$ cat config.mk
export PLATFORM = sky130hd
export DESIGN_NAME = pgtb_row_pipe
export DESIGN_NICKNAME = d
export VERILOG_FILES = /design/src/rtl/pgtb_pkg.sv /design/src/rtl/pgtb_row_pipe.sv
export SDC_FILE = /design/constraint.sdc
export NUM_CORES = 1
export LEC_CHECK = 0
export BUFFER_PORTS_ARGS = -buffer_cell sky130_fd_sc_hd__buf_4
export CORE_UTILIZATION = 45
export CTS_BUF_LIST = sky130_fd_sc_hd__clkbuf_16
export CTS_CLUSTER_DIAMETER = 50
export DETAILED_ROUTE_END_ITERATION = 10
export PLACE_DENSITY = 0.82
export RECOVER_POWER = 50
export SLEW_MARGIN = 20
export SYNTH_ARGS = -nofsm -noshare
export SYNTH_HDL_FRONTEND = slang
export SYNTH_SLANG_ARGS = --single-unit
export TNS_END_PERCENT = 50
$ cat constraint.sdc
create_clock -name clk -period 9.3 [get_ports clk]
set_input_delay 1.86 -clock clk [delete_from_list [all_inputs] [get_ports clk]]
set_output_delay 1.86 -clock clk [all_outputs]
set_load 0.005 [all_outputs]
$ cat src/rtl/pgtb_pkg.sv
// Package for the paired glyph planar text blitter.
// It holds the item structs, opcodes, register indexes and font constants.
// No dependencies; every other file imports it.
`default_nettype none
package pgtb_pkg;

  // Font geometry and cell stepping.
  localparam int GLYPH_ROWS   = 8;
  localparam int CELL_STEP    = 8;
  localparam int FONT_AW      = 11;
  localparam int FONT_DEPTH   = 2048;
  localparam logic [2:0] LAST_ROW    = 3'(GLYPH_ROWS - 1);
  localparam logic [7:0] SUBST_GLYPH = 8'h2f;
  localparam logic [15:0] STRIDE_RESET = 16'd160;

  // Input opcodes.
  localparam logic [1:0] OP_LOAD  = 2'd0;
  localparam logic [1:0] OP_START = 2'd1;
  localparam logic [1:0] OP_BYTE  = 2'd2;

  // Configuration register indexes.
  localparam logic [1:0] CFG_FILL_LO = 2'd0;
  localparam logic [1:0] CFG_FILL_HI = 2'd1;
  localparam logic [1:0] CFG_STRIDE  = 2'd2;

  typedef struct packed {
    logic [1:0]  opcode;
    logic [7:0]  glyph_index;
    logic [2:0]  glyph_row;
    logic [15:0] glyph_word;
    logic [23:0] start_address;
    logic [15:0] cell_budget_m1;
    logic [7:0]  text_byte;
  } in_item_t;

  typedef struct packed {
    logic [23:0] write_address;
    logic [31:0] and_mask;
    logic [31:0] or_plane_lo;
    logic [31:0] or_plane_hi;
    logic        write_valid;
    logic        string_ended;
    logic        last;
  } out_item_t;

  // One row request from the sequencer to the output pipeline.
  typedef struct packed {
    logic        issue;
    logic [23:0] addr;
    logic        fin;
    logic        ended;
    logic        note;
  } row_req_t;

endpackage
`default_nettype wire

$ cat src/rtl/pgtb_row_pipe.sv
// Output pipeline: a stage that waits on the font read data, then the output
// register that formats one row write or end notice. Uses pgtb_pkg.
`default_nettype none
module pgtb_row_pipe
  import pgtb_pkg::*;
(
  input  wire logic        clk,
  input  wire logic        rst_n,
  input  wire row_req_t    req,
  output logic             issue_ok,
  input  wire logic [15:0] glyph_a,
  input  wire logic [15:0] glyph_b,
  input  wire logic [31:0] fill_lo,
  input  wire logic [31:0] fill_hi,
  output logic             out_valid,
  input  wire logic        out_ready,
  output out_item_t        out_item
);

  logic        s1_valid_r;
  logic [23:0] s1_addr_r;
  logic        s1_fin_r;
  logic        s1_ended_r;
  logic        s1_note_r;
  logic        out_valid_r;
  out_item_t   out_item_r;
  logic        adv2;
  logic [31:0] mask_w;
  logic [31:0] ink_w;
  out_item_t   fmt;

  assign adv2     = !out_valid_r || out_ready;
  assign issue_ok = !s1_valid_r || adv2;

  // Combine the two glyph rows and duplicate into both halves.
  always_comb begin
    mask_w = {glyph_a[15:8], glyph_b[15:8], glyph_a[15:8], glyph_b[15:8]};
    ink_w  = {glyph_a[7:0], glyph_b[7:0], glyph_a[7:0], glyph_b[7:0]};
    if (s1_note_r) begin
      fmt = '0;
      fmt.string_ended = 1'b1;
      fmt.last         = 1'b1;
    end else begin
      fmt.write_address = s1_addr_r;
      fmt.and_mask      = mask_w;
      fmt.or_plane_lo   = ink_w & fill_lo;
      fmt.or_plane_hi   = ink_w & fill_hi;
      fmt.write_valid   = 1'b1;
      fmt.string_ended  = s1_ended_r;
      fmt.last          = s1_fin_r;
    end
  end

  // Valid flags of both stages.
  always_ff @(posedge clk) begin
    if (!rst_n) begin
      s1_valid_r  <= 1'b0;
      out_valid_r <= 1'b0;
    end else begin
      if (issue_ok) begin
        s1_valid_r <= req.issue;
      end
      if (adv2) begin
        out_valid_r <= s1_valid_r;
      end
    end
  end

  // Stage payloads.
  always_ff @(posedge clk) begin
    if (issue_ok && req.issue) begin
      s1_addr_r  <= req.addr;
      s1_fin_r   <= req.fin;
      s1_ended_r <= req.ended;
      s1_note_r  <= req.note;
    end
    if (adv2 && s1_valid_r) begin
      out_item_r <= fmt;
    end
  end

  assign out_valid = out_valid_r;
  assign out_item  = out_item_r;

endmodule
`default_nettype wire

Word-level counts from Yosys, hierarchy flattened
Cells that the tools add are included.

Input bits: 127. Flip-flop bits (word level): 152. Output and inout bits: 125. Logic and storage cells: 22.

Bitwise logic cells: 2. Reduce and logical (&&, ||, !) cells: 6. Muxes and demuxes: 1.

Operators with widths (count): $and 32x32->32 (2); $mux 3 (1); $logic_and 1x1->1 (2); $logic_not 1->1 (2); $logic_or 1x1->1 (2).

Depth between registers and ports, before layout
Depth after elaboration: 4. Gate-level depth with buffers: 3. Gate-level depth less buffers: 2.

Worst setup path before layout
No wires, ideal clock.

Path kind: input -> register. From: input port out_ready. To: register out_item_r, in the netlist out_item[0], enable pin. Arrival: 6.663 ns. Path slack: 2.050 ns. Cell stages on the path: 2. Data required time: 8.713 ns. Path through: nor2b_1 > nor2b_1.

Word-level cells in the longest chain between the ends: 2.

Ends and longest elaborated chain: start, declared (line pgtb_row_pipe.sv:16) `input wire logic out_ready,`; $logic_or 1x1->1 (line pgtb_row_pipe.sv:32) `assign adv2 = !out_valid_r || out_ready;`; $logic_and 1x1->1 (line pgtb_row_pipe.sv:77) `if (adv2 && s1_valid_r) begin`; end signal, assigned (line pgtb_row_pipe.sv:78) `out_item_r <= fmt;`; end, declared (line pgtb_row_pipe.sv:26) `out_item_t out_item_r;`.

No other way between the ends. A chain may end at the register's enable or synchronous reset.

Worst setup path in the final report
From: input port out_ready. To: register out_item_r, in the netlist out_item[15], enable pin.

Same word-level chain as after synthesis.

==> impl_metrics.env <==
export IMPL_period_share_pct=54.34
export IMPL_fin_area_um2=7564
export IMPL_cts_root_buffer_cell="clkbuf_16"
export IMPL_tritoncts="built"
export IMPL_cts_resized=0
export IMPL_first_pass_iters=4
export IMPL_seq_area_frac_synth_pct=80.40
export IMPL_clock_sinks=136
export IMPL_post_cts_buffers=0
export IMPL_antenna_found_initial=0
export IMPL_slew_viol_final=75
export IMPL_initial_core_util_pct=46.43
export IMPL_synth_cell_area_um2=5055
export IMPL_port_buffers=251
export IMPL_die_w_um=108.0
export IMPL_cts_max_level=4
export IMPL_hpwl_um=7952
export IMPL_core_area_um2=10890
export IMPL_cts_clk_slew_worst_paths_ns=0.06
export IMPL_fillers=751
export IMPL_slowest_delay_ns=1.26
export IMPL_insertion_delay_ns=0.41
export IMPL_grt_pass1_wl_um=15670
export IMPL_setup_viol_count_final=0
export IMPL_crit_family="buffers and inverters"
export IMPL_area_growth_syn_to_layout_pct=49.63
export IMPL_final_core_util_pct=69.47
export IMPL_worstHoldPathType="register to register"
export IMPL_layout_min_cycle_time_ns=5.053
export IMPL_final_antenna_net_count=0
export IMPL_yosys_warnings=0
export IMPL_worst_pin_slew_ns=1.975
export IMPL_cp_required_ns=9.33
export IMPL_crit_path_end_kind="register"
export IMPL_violations="max-capacitance violations, max-slew violations"
export IMPL_cts_hold_buf=0
export IMPL_crit_slowest_cell="clkbuf_1"
export IMPL_hold_ws_ns=0.4991
export IMPL_p_per_area_nw_per_um2=199.2
export IMPL_grt_util_all_layers_pct=18.67
export IMPL_crit_buf_inv=3
export IMPL_path_max_fanout=64
export IMPL_route_detailed_drc=0
export IMPL_crit_chain="clkbuf_4, nor2b_1, nor2b_1, clkbuf_1, buf_4"
export IMPL_syn_inst=288
export IMPL_ios=252
export IMPL_grt_pass1_vias=3245
export IMPL_synth_nets=415
export IMPL_power_leakage_nw=3.078
export IMPL_wire_per_inst_um=15.71
export IMPL_arrival_ns=5.09
export IMPL_status="finished with violations"
export IMPL_num_antenna_cells=0
export IMPL_path_class="input port to register"
export IMPL_drt_iter0_markers=94
export IMPL_start_kind="input port"
export IMPL_clockBufferDepth=2
export IMPL_ys_types=13
export IMPL_place_area_um2=6993
export IMPL_layout_nets=667
export IMPL_tns_ns=0
export IMPL_max_cap_violations=2
export IMPL_die_h_um=108.0
export IMPL_clock_skew_ns=0.005536
export IMPL_vias=3176
export IMPL_via_per_inst=4.583
export IMPL_grt_setup_unrepaired="no"
export IMPL_rows=38
export IMPL_slew_headroom_pct=-31.67
export IMPL_gp_congestion=0.7168
export IMPL_ir_drop_mv=0.1392
export IMPL_fmax_mhz=197.9
export IMPL_synth_seq_cells=136
export IMPL_syn_avg_cell_area_um2=17.55
export IMPL_grt_max_degree=65
export IMPL_hold_viol_final=0
export IMPL_layout_drive_gt1_share_pct=52.08
export IMPL_grt_overflow_total=0
export IMPL_crit_top_cell="nor2b_1"
export IMPL_dieArea_um2=11660
export IMPL_cts_buffers=17
export IMPL_wl_um=10890
## placed cells by master, fill, tap and decap left out
| cell type | n |
|---|---|
| and2_0 | 54 |
| inv_6 | 2 |
| a21boi_0 | 1 |
| clkinvlp_4 | 4 |
| and2_1 | 10 |
| clkinv_1 | 1 |
| clkinv_4 | 3 |
| dfxtp_1 | 2 |
| clkbuf_4 | 32 |
| edfxtp_1 | 134 |
| clkbuf_16 | 17 |
| clkinv_2 | 2 |
| nor2b_1 | 55 |
| buf_4 | 220 |
| or2_2 | 2 |
| nor2b_2 | 3 |
| clkbuf_1 | 3 |
| inv_1 | 2 |
| a21oi_1 | 1 |
| bufinv_16 | 3 |
| o21a_1 | 1 |
| nand3b_1 | 1 |
## worst paths after layout
kind,from,endpoint,slack (ns),depth (start not counted)
max reg2reg,out_valid$_SDFFE_PN0P_,out_item[15]$_SDFFCE_PP0P_,5.37,4
min reg2reg,s1_ended_r$_DFFE_PP_,out_item[1]$_SDFFCE_PP1P_,0.50,1
min,s1_ended_r$_DFFE_PP_,out_item[1]$_SDFFCE_PP1P_,0.50,1
max,out_ready,out_item[15]$_SDFFCE_PP0P_,4.25,5
## layout make-up
cell class / instances / area (um^2) / area share [%]
clock inverter: 15 / 177.7 / 2.349
tap: 140 / 175.2 / 2.316
timing repair buffer: 255 / 1903 / 25.16
sequential: 136 / 4064 / 53.73
clock buffer: 17 / 425.4 / 5.624
inverter: 2 / 7.507 / 0.09926
multi-input combinational: 128 / 810.8 / 10.72
## metrics by stage
step	std cells	setup slack, ns	power, W
finish	693	4.247	0.001507
global route	693	3.856	0.001560
CTS	692	5.159	0.001526
detailed placement	660	5.111	0.0008552
global placement	660	5.169	0.0008499
floorplan	288	2.050	0.0007729
## per-layer routing
metal | track usage [%] | share of wire [%] | vias to the layer above
li1 | - | - | 1503
met1 | 18.16 | 35 | 1492
met2 | 33.44 | 54 | 166
met3 | 9.283 | 9.7 | 15
met4 | 7.436 | 1.6 | 0
met5 | 0 | 0 | -
## power breakdown
group | switching (W) | internal (W) | leakage [nW] | total (W)
Clock | 0.000246 | 0.000422 | 0.283 | 0.000668
Combinational | 0.0000453 | 0.0000730 | 1.50 | 0.000118
Sequential | 0.0000105 | 0.000710 | 1.30 | 0.000721
Total | 0.000302 | 0.00120 | 3.08 | 0.00151
## synth_stat cells
master / n / area share (%)
buf_2: 4 / 0.40
edfxtp_1: 134 / 80
or2_2: 2 / 0.25
and2_1: 64 / 7.9
a21boi_0: 1 / 0.15
o21a_1: 1 / 0.15
nor2b_2: 10 / 1.7
a21oi_1: 1 / 0.099
nand3b_1: 1 / 0.15
nor2b_1: 48 / 5.9
dfxtp_1: 2 / 0.79
buf_4: 18 / 2.7
inv_1: 2 / 0.15
## cell families after synthesis
family	after synthesis	synth area share [%]
buf+inv	24	3.218
simple gates	125	15.99
flops	136	80.40
compound gates	3	0.3961
## flip-flops by register name, indices dropped and copies added (netlist names)
signal      flops
out_item      107
s1_ended_r      1
s1_fin_r        1
out_valid       1
s1_valid_r      1
s1_addr_r      24
s1_note_r       1
(Power assumes the default switching activity.)
